`src/rtl/core/lbt_pkg.sv`:
```
// Shared types and constants for the LRU block key tracker.
`default_nettype none
package lbt_pkg;

  localparam int ENTRIES   = 64;
  localparam int IDX_W     = $clog2(ENTRIES);
  localparam int CNT_W     = IDX_W + 1;
  localparam int RANK_W    = IDX_W;
  localparam int COORD_W   = 16;
  localparam int KEY_W     = 3 * COORD_W;
  localparam int CAP_W     = 7;
  localparam logic [CAP_W-1:0] CAP_RESET = CAP_W'(ENTRIES);
  localparam logic [CAP_W-1:0] CAP_MAX   = CAP_W'(ENTRIES);

  typedef struct packed {
    logic [KEY_W-1:0]  key;
    logic [RANK_W-1:0] rank;
  } entry_t;

  typedef enum logic [1:0] {
    ST_IDLE,
    ST_SCAN,
    ST_UPD,
    ST_DONE
  } state_t;

endpackage
`default_nettype wire

```
`src/rtl/core/lbt_ram.sv`:
```
// Key and recency store: one write port, one read port, registered read data.
`default_nettype none
module lbt_ram (
  input  wire logic                 clk,
  input  wire logic                 rd_en,
  input  wire logic [lbt_pkg::IDX_W-1:0] rd_addr,
  output lbt_pkg::entry_t           rd_data,
  input  wire logic                 wr_en,
  input  wire logic [lbt_pkg::IDX_W-1:0] wr_addr,
  input  wire lbt_pkg::entry_t      wr_data
);
  import lbt_pkg::*;

  entry_t mem [ENTRIES];
  entry_t rd_data_r;

  always_ff @(posedge clk) begin
    if (wr_en) begin
      mem[wr_addr] <= wr_data;
    end
    if (rd_en) begin
      rd_data_r <= mem[rd_addr];
    end
  end

  assign rd_data = rd_data_r;

endmodule
`default_nettype wire

```
`src/rtl/core/lru_block_tracker_evict.sv`:
```
// Top level of the fully associative LRU tracker for map block keys.
//
//   channel | direction | handshake             | payload
//   in_     | input     | in_valid / in_stall   | in_key_x, in_key_y, in_key_z
//   out_    | output    | out_valid / out_stall | out_hit, out_evicted, out_evict_x/y/z
//   cfg_    | input     | cfg_we                | cfg_wdata (capacity)
//
// Each transaction runs a scan pass over all 64 store entries: a read of each entry through the
// single read port, then a decision once the last read data is in. A hit or an insert (into a
// free slot or in place of the least recent entry) adds an update pass over all entries, and
// the result then loads the output register once it is free; in_stall stays high until then,
// so a new transaction is taken only after the last one has loaded its result.
// Reset clears valid bits, held count and capacity (back to 64) at once; a stalled result
// waits in the output register while the next input transaction is accepted and processed.
`default_nettype none
module lru_block_tracker_evict (
  input  wire logic               clk,
  input  wire logic               rst_n,
  input  wire logic               in_valid,
  output logic                    in_stall,
  input  wire logic signed [15:0] in_key_x,
  input  wire logic signed [15:0] in_key_y,
  input  wire logic signed [15:0] in_key_z,
  output logic                    out_valid,
  input  wire logic               out_stall,
  output logic                    out_hit,
  output logic                    out_evicted,
  output logic signed [15:0]      out_evict_x,
  output logic signed [15:0]      out_evict_y,
  output logic signed [15:0]      out_evict_z,
  input  wire logic               cfg_we,
  input  wire logic [lbt_pkg::CAP_W-1:0] cfg_wdata
);
  import lbt_pkg::*;

  // Control state.
  state_t               state_r, state_nxt;
  logic [CNT_W-1:0]     cnt_r, cnt_nxt;
  logic                 pend_r, pend_nxt;
  logic [IDX_W-1:0]     pidx_r, pidx_nxt;
  logic [ENTRIES-1:0]   valid_r, valid_nxt;
  logic [CAP_W-1:0]     held_r, held_nxt;
  logic [CAP_W-1:0]     cap_r;
  logic                 out_valid_r, out_valid_nxt;

  // Scan results and transaction payload.
  logic [KEY_W-1:0]     key_r, key_nxt;
  logic                 found_r, found_nxt;
  logic [IDX_W-1:0]     slot_r, slot_nxt;
  logic [RANK_W-1:0]    hrank_r, hrank_nxt;
  logic                 have_lru_r, have_lru_nxt;
  logic [IDX_W-1:0]     lru_r, lru_nxt;
  logic [RANK_W-1:0]    lru_rank_r, lru_rank_nxt;
  logic [KEY_W-1:0]     lru_key_r, lru_key_nxt;
  logic                 have_free_r, have_free_nxt;
  logic [IDX_W-1:0]     free_r, free_nxt;
  logic                 res_hit_r, res_hit_nxt;
  logic                 res_ev_r, res_ev_nxt;
  logic [KEY_W-1:0]     res_key_r, res_key_nxt;
  logic                 out_hit_r, out_hit_nxt;
  logic                 out_ev_r, out_ev_nxt;
  logic [KEY_W-1:0]     out_key_r, out_key_nxt;

  // Store port signals.
  logic                 rd_en;
  logic [IDX_W-1:0]     rd_addr;
  entry_t               rd_data;
  logic                 wr_en;
  logic [IDX_W-1:0]     wr_addr;
  entry_t               wr_data;
  logic [CAP_W-1:0]     cap_eff;

  lbt_ram u_ram (
    .clk     (clk),
    .rd_en   (rd_en),
    .rd_addr (rd_addr),
    .rd_data (rd_data),
    .wr_en   (wr_en),
    .wr_addr (wr_addr),
    .wr_data (wr_data)
  );

  // Capacities above the store depth behave as the full store.
  assign cap_eff = (cap_r > CAP_MAX) ? CAP_MAX : cap_r;

  always_comb begin
    state_nxt     = state_r;
    cnt_nxt       = cnt_r;
    pend_nxt      = 1'b0;
    pidx_nxt      = cnt_r[IDX_W-1:0];
    valid_nxt     = valid_r;
    held_nxt      = held_r;
    out_valid_nxt = out_valid_r;
    key_nxt       = key_r;
    found_nxt     = found_r;
    slot_nxt      = slot_r;
    hrank_nxt     = hrank_r;
    have_lru_nxt  = have_lru_r;
    lru_nxt       = lru_r;
    lru_rank_nxt  = lru_rank_r;
    lru_key_nxt   = lru_key_r;
    have_free_nxt = have_free_r;
    free_nxt      = free_r;
    res_hit_nxt   = res_hit_r;
    res_ev_nxt    = res_ev_r;
    res_key_nxt   = res_key_r;
    out_hit_nxt   = out_hit_r;
    out_ev_nxt    = out_ev_r;
    out_key_nxt   = out_key_r;
    rd_en         = 1'b0;
    rd_addr       = cnt_r[IDX_W-1:0];
    wr_en         = 1'b0;
    wr_addr       = pidx_r;
    wr_data       = '0;
    in_stall      = (state_r != ST_IDLE);

    // The downstream side takes the waiting result.
    if (out_valid_r && !out_stall) begin
      out_valid_nxt = 1'b0;
    end

    case (state_r)
      ST_IDLE: begin
        if (in_valid) begin
          key_nxt       = {in_key_z, in_key_y, in_key_x};
          found_nxt     = 1'b0;
          have_lru_nxt  = 1'b0;
          have_free_nxt = 1'b0;
          res_hit_nxt   = 1'b0;
          res_ev_nxt    = 1'b0;
          res_key_nxt   = '0;
          cnt_nxt       = '0;
          state_nxt     = ST_SCAN;
        end
      end

      ST_SCAN: begin
        // Issue one read per cycle; the data comes back in the next cycle.
        if (!cnt_r[CNT_W-1]) begin
          rd_en    = 1'b1;
          cnt_nxt  = cnt_r + CNT_W'(1);
          pend_nxt = 1'b1;
        end
        if (pend_r) begin
          if (valid_r[pidx_r]) begin
            if (!found_r && rd_data.key == key_r) begin
              found_nxt = 1'b1;
              slot_nxt  = pidx_r;
              hrank_nxt = rd_data.rank;
            end
            if (!have_lru_r || rd_data.rank > lru_rank_r) begin
              have_lru_nxt = 1'b1;
              lru_nxt      = pidx_r;
              lru_rank_nxt = rd_data.rank;
              lru_key_nxt  = rd_data.key;
            end
          end else if (!have_free_r) begin
            have_free_nxt = 1'b1;
            free_nxt      = pidx_r;
          end
        end
        if (cnt_r[CNT_W-1] && !pend_r) begin
          cnt_nxt = '0;
          if (found_r) begin
            // Hit: move the entry to the front.
            res_hit_nxt = 1'b1;
            state_nxt   = ST_UPD;
          end else if (held_r >= cap_eff) begin
            res_ev_nxt = 1'b1;
            if (!have_lru_r) begin
              // Nothing held and no room: the new key leaves at once.
              res_key_nxt = key_r;
              state_nxt   = ST_DONE;
            end else begin
              // Replace the least recent entry in place.
              res_key_nxt = lru_key_r;
              slot_nxt    = lru_r;
              state_nxt   = ST_UPD;
            end
          end else if (have_free_r) begin
            slot_nxt            = free_r;
            valid_nxt[free_r]   = 1'b1;
            held_nxt            = held_r + CAP_W'(1);
            state_nxt           = ST_UPD;
          end else begin
            state_nxt = ST_DONE;
          end
        end
      end

      ST_UPD: begin
        // Second pass: read each entry, then write back those whose rank changes.
        if (!cnt_r[CNT_W-1]) begin
          rd_en    = 1'b1;
          cnt_nxt  = cnt_r + CNT_W'(1);
          pend_nxt = 1'b1;
        end
        if (pend_r) begin
          if (pidx_r == slot_r) begin
            wr_en        = 1'b1;
            wr_data.key  = found_r ? rd_data.key : key_r;
            wr_data.rank = '0;
          end else if (valid_r[pidx_r] && (!found_r || rd_data.rank < hrank_r)) begin
            wr_en        = 1'b1;
            wr_data.key  = rd_data.key;
            wr_data.rank = rd_data.rank + RANK_W'(1);
          end
        end
        if (cnt_r[CNT_W-1] && !pend_r) begin
          state_nxt = ST_DONE;
        end
      end

      ST_DONE: begin
        if (!out_valid_r || !out_stall) begin
          out_valid_nxt = 1'b1;
          out_hit_nxt   = res_hit_r;
          out_ev_nxt    = res_ev_r;
          out_key_nxt   = res_key_r;
          state_nxt     = ST_IDLE;
        end
      end

      default: begin
        state_nxt = ST_IDLE;
      end
    endcase
  end

  always_ff @(posedge clk) begin
    if (!rst_n) begin
      state_r     <= ST_IDLE;
      cnt_r       <= '0;
      pend_r      <= 1'b0;
      valid_r     <= '0;
      held_r      <= '0;
      cap_r       <= CAP_RESET;
      out_valid_r <= 1'b0;
    end else begin
      state_r     <= state_nxt;
      cnt_r       <= cnt_nxt;
      pend_r      <= pend_nxt;
      valid_r     <= valid_nxt;
      held_r      <= held_nxt;
      out_valid_r <= out_valid_nxt;
      if (cfg_we) begin
        cap_r <= cfg_wdata;
      end
    end
  end

  always_ff @(posedge clk) begin
    pidx_r      <= pidx_nxt;
    key_r       <= key_nxt;
    found_r     <= found_nxt;
    slot_r      <= slot_nxt;
    hrank_r     <= hrank_nxt;
    have_lru_r  <= have_lru_nxt;
    lru_r       <= lru_nxt;
    lru_rank_r  <= lru_rank_nxt;
    lru_key_r   <= lru_key_nxt;
    have_free_r <= have_free_nxt;
    free_r      <= free_nxt;
    res_hit_r   <= res_hit_nxt;
    res_ev_r    <= res_ev_nxt;
    res_key_r   <= res_key_nxt;
    out_hit_r   <= out_hit_nxt;
    out_ev_r    <= out_ev_nxt;
    out_key_r   <= out_key_nxt;
  end

  assign out_valid   = out_valid_r;
  assign out_hit     = out_hit_r;
  assign out_evicted = out_ev_r;
  assign out_evict_x = out_key_r[COORD_W-1:0];
  assign out_evict_y = out_key_r[2*COORD_W-1:COORD_W];
  assign out_evict_z = out_key_r[3*COORD_W-1:2*COORD_W];

endmodule
`default_nettype wire

```
`config.mk`:
```
export PLATFORM = sky130hd
export DESIGN_NAME = lru_block_tracker_evict
export DESIGN_NICKNAME = d
export VERILOG_FILES = /design/src/rtl/core/lbt_pkg.sv /design/src/rtl/core/lbt_ram.sv /design/src/rtl/core/lru_block_tracker_evict.sv
export SDC_FILE = /design/constraint.sdc
export NUM_CORES = 2
export LEC_CHECK = 0
export BUFFER_PORTS_ARGS = -buffer_cell sky130_fd_sc_hd__clkbuf_2
export CAP_MARGIN = 5
export CORE_MARGIN = 2
export CORE_UTILIZATION = 40
export CTS_BUF_LIST = sky130_fd_sc_hd__clkbuf_16
export CTS_CLUSTER_DIAMETER = 30
export DETAILED_ROUTE_END_ITERATION = 8
export PLACE_DENSITY = 0.53
export SKIP_LAST_GASP = 1
export SYNTH_ARGS = -nofsm -noshare
export SYNTH_HDL_FRONTEND = slang
export SYNTH_SLANG_ARGS = --single-unit
```
`constraint.sdc`:
```
create_clock -name clk -period 5.8 [get_ports clk]
set_input_delay 0.58 -clock clk [delete_from_list [all_inputs] [get_ports clk]]
set_output_delay 0.58 -clock clk [all_outputs]
set_load 0.05 [all_outputs]
```
==> flow_summary.json <==
{
  "power_frac_clock": 0.526,
  "synth_top_area_frac": 0.766,
  "first_pass_iters": 5,
  "clock_insertion_delay_worst_skew_ns": 1.03,
  "max_stage_delay_ns": 1.12,
  "hold_viol": 0,
  "ir_drop_v": 0.000346,
  "p_per_area_mw_per_mm2": 441,
  "dieArea_sq_mm": 0.371,
  "antenna_found_initial": 33,
  "ys.flop_type": "edfxtp_1",
  "timing.fmax_mhz": 197,
  "synth-async-reset-ratio": 0,
  "grt_pass1_wl_um": 581000,
  "setup_viol": 0,
  "syn-mean-instance-area_sq_um": 23.8,
  "clkSinkCount": 3834,
  "start_util": 0.401,
  "synth_top_cell_by_area": "edfxtp_1",
  "die_h_um": 609,
  "ctsResizeCount": 0,
  "die_width_um": 609,
  "swShare": 0.240,
  "nFillCells": 28716,
  "intPower_mw": 60.7,
  "first_global_vias": 73789,
  "core-area_sq_mm": 0.365,
  "ys_seq_area_frac": 0.779,
  "ys_ff_latch": 3834,
  "cts_setup_buffers": 0,
  "cap_violations": 0,
  "clk_pin_slew_ns": 0.05,
  "gp_congestion": 0.827,
  "fin_skew_ns": 0.0620,
  "wire_per_inst_um": 33.6,
  "ant_nets": 0,
  "cp_slowest_cell": "nor3b_1",
  "ctsHoldBuffers": 64,
  "finalSetupTns_ns": 0,
  "fin_crit_sh": 0.873,
  "synth_area_leaders": "edfxtp_1, mux4_2, dfxtp_1, mux2i_1, nor2b_1",
  "crit_path_cell_trace": "nor3b_1 -> o211ai_1 -> and3_1 -> and3_1 -> o32ai_4 -> buf_12 -> a22o_1 -> buf_12",
  "rows": 222,
  "clock_path_buffers": 4,
  "p_leak_nw": 47.6,
  "grt_overflow": 0,
  "drcViolationCount": 0,
  "synth_cell_types": 54,
  "synthCells": 6155,
  "synth.most_common_cell": "edfxtp_1",
  "yosys-top-cells-count": "edfxtp_1, mux4_2, clkbuf_1, nor2b_1, mux2i_1",
  "sequentialPowerShare": 0.397,
  "ioPinCount": 112,
  "total_power_mw": 79.8,
  "cp.required_ns": 6.60,
  "startpoint_type": "flip-flop",
  "crit_start": "pidx_r[4]",
  "wl_um": 419000,
  "status": "completed",
  "synth_warnings": 0,
  "root_buffer": "clkbuf_16",
  "pwr-share-comb": 0.077,
  "rsz0062_at_grt": "false",
  "cp-end-kind": "flip-flop",
  "slew_headroom": 0.0983,
  "viasPerCell": 5.72,
  "vias": 71374,
  "path_max_fanout": 48,
  "switchingPower_mw": 19.2,
  "drive_above_1_share": 0.369,
  "seq_area_sq_mm": 0.114,
  "grtUsageMet3": 0.0564,
  "arrival_ns": 5.87,
  "grt_start_max_net_pins": 115,
  "reg2reg_from": "pidx_r[4]",
  "drt_iter0_markers": 9021,
  "worstHoldStart": "in_valid",
  "cts_made_buffers": 728,
  "nNetsFinal": 7114,
  "syn2layout_area_growth_pct": 23.6,
  "multi_input_area_sq_mm": 0.0315,
  "syn-cell-area_sq_mm": 0.147,
  "worst_pin_slew_ns": 1.35,
  "grt.total_usage": 0.223,
  "htree_levels": 6,
  "met1_usage": 0.306,
  "hold_path_class": "in -> reg",
  "drv_slew": 0,
  "busiest_layer": "met2",
  "setup_slack_ns": 0.736,
  "post-place-ws_ns": 0.923,
  "dp_hpwl_um": 237000,
  "synth_fp_nets": 6241,
  "cts_tree": "yes",
  "portBuffers": 111,
  "path_class": "reg -> reg",
  "synth_edf_count": 3739,
  "grtUsageMet2": 0.356,
  "post-route-min-period_ns": 5.06
}
[placed cells by master, fill, tap and decap left out, types with 92 or more instances in the layout]
master / synthesis / layout
clkbuf_2: 0 / 111
bufinv_16: 0 / 92
clkbuf_16: 0 / 737
edfxtp_1: 3739 / 3739
inv_1: 27 / 132
nor2b_1: 127 / 127
clkinv_2: 0 / 99
mux4_2: 1114 / 1114
clkinv_1: 0 / 98
buf_4: 2 / 230
mux2i_1: 97 / 97
[cell type report]
class                   count  share of cell area
well taps                4816              0.0333
clock inverters           624              0.0363
multi-input cells        1961               0.174
repair buffers            476              0.0239
flip-flops and latches   3834               0.630
inverters                  27            0.000559
clock buffers             737               0.102
diodes                      5           0.0000691
[layer usage]
metal  vias up  part of all wire
li1      28481                 -
met2      3136              0.48
met1     39121              0.41
met3       626             0.088
met4        10             0.027
met5         -           0.00015
[logic make-up after synthesis]
| logic type | Yosys count | share of synthesized area |
|---|---|---|
| DFF | 3834 | 0.779 |
| muxes | 1238 | 0.180 |
| and+or+nand+nor | 415 | 0.0149 |
| buffers and inverters | 360 | 0.0101 |
| AOI/OAI and AO/OA | 215 | 0.00995 |
| xor gates and xnor gates | 67 | 0.00400 |
| adders and majority gates | 26 | 0.00222 |
[state kept, by name, summed over array words and instances (netlist names), 7 cells and up]
| signal | count |
|---|---|
| u_ram.mem | 3456 |
| u_ram.rd_data | 54 |
| res_key_r | 48 |
| lru_key_r | 48 |
| valid_r | 64 |
| cap_r | 7 |
| key_r | 48 |
| cnt_r | 7 |
| out_key_r | 48 |
| held_r | 7 |
[power groups by stage]
| stage | clock [mW] | sequential, mW | combinational [mW] |
|---|---|---|---|
| global route | 43.9 | 31.7 | 6.55 |
| global placement | 0 | 32.2 | 6.23 |
| floorplan | 0 | 31.7 | 4.11 |
| detailed placement | 0 | 32.2 | 6.22 |
| CTS | 42.5 | 31.7 | 6.27 |
| finish | 42.0 | 31.7 | 6.12 |
[stage by stage]
stage / std cells / utilization / instance area (sq um) / hold WS, ns
after floorplan: 6155 / - / 147000 / 0.329
after global placement: 11047 / 0.426 / 155000 / 0.401
after detailed placement: 11048 / 0.426 / 155000 / 0.405
after CTS: 12473 / 0.496 / 181000 / 0.0538
after global routing: 12477 / 0.496 / 181000 / 0.168
final: 12480 / 0.496 / 181000 / 0.150
[worst paths after layout]
kind	endpoint	slack, ns	cells past startpoint
worst max-delay path	u_ram.mem[40][32]	0.74	8
worst min-delay path	state_r[0]	0.15	5
worst max register to register	u_ram.mem[40][32]	0.74	8
worst min register to register	out_key_r[37]	0.41	0
[worst max-delay path, delay by kind of cell (launching register included)]
family | cells | cell delay, ns
flops | 1 | 0.54
simple gates | 3 | 1.74
compound gates | 3 | 1.88
buf+inv | 2 | 0.59
(Power assumes the default switching activity.)
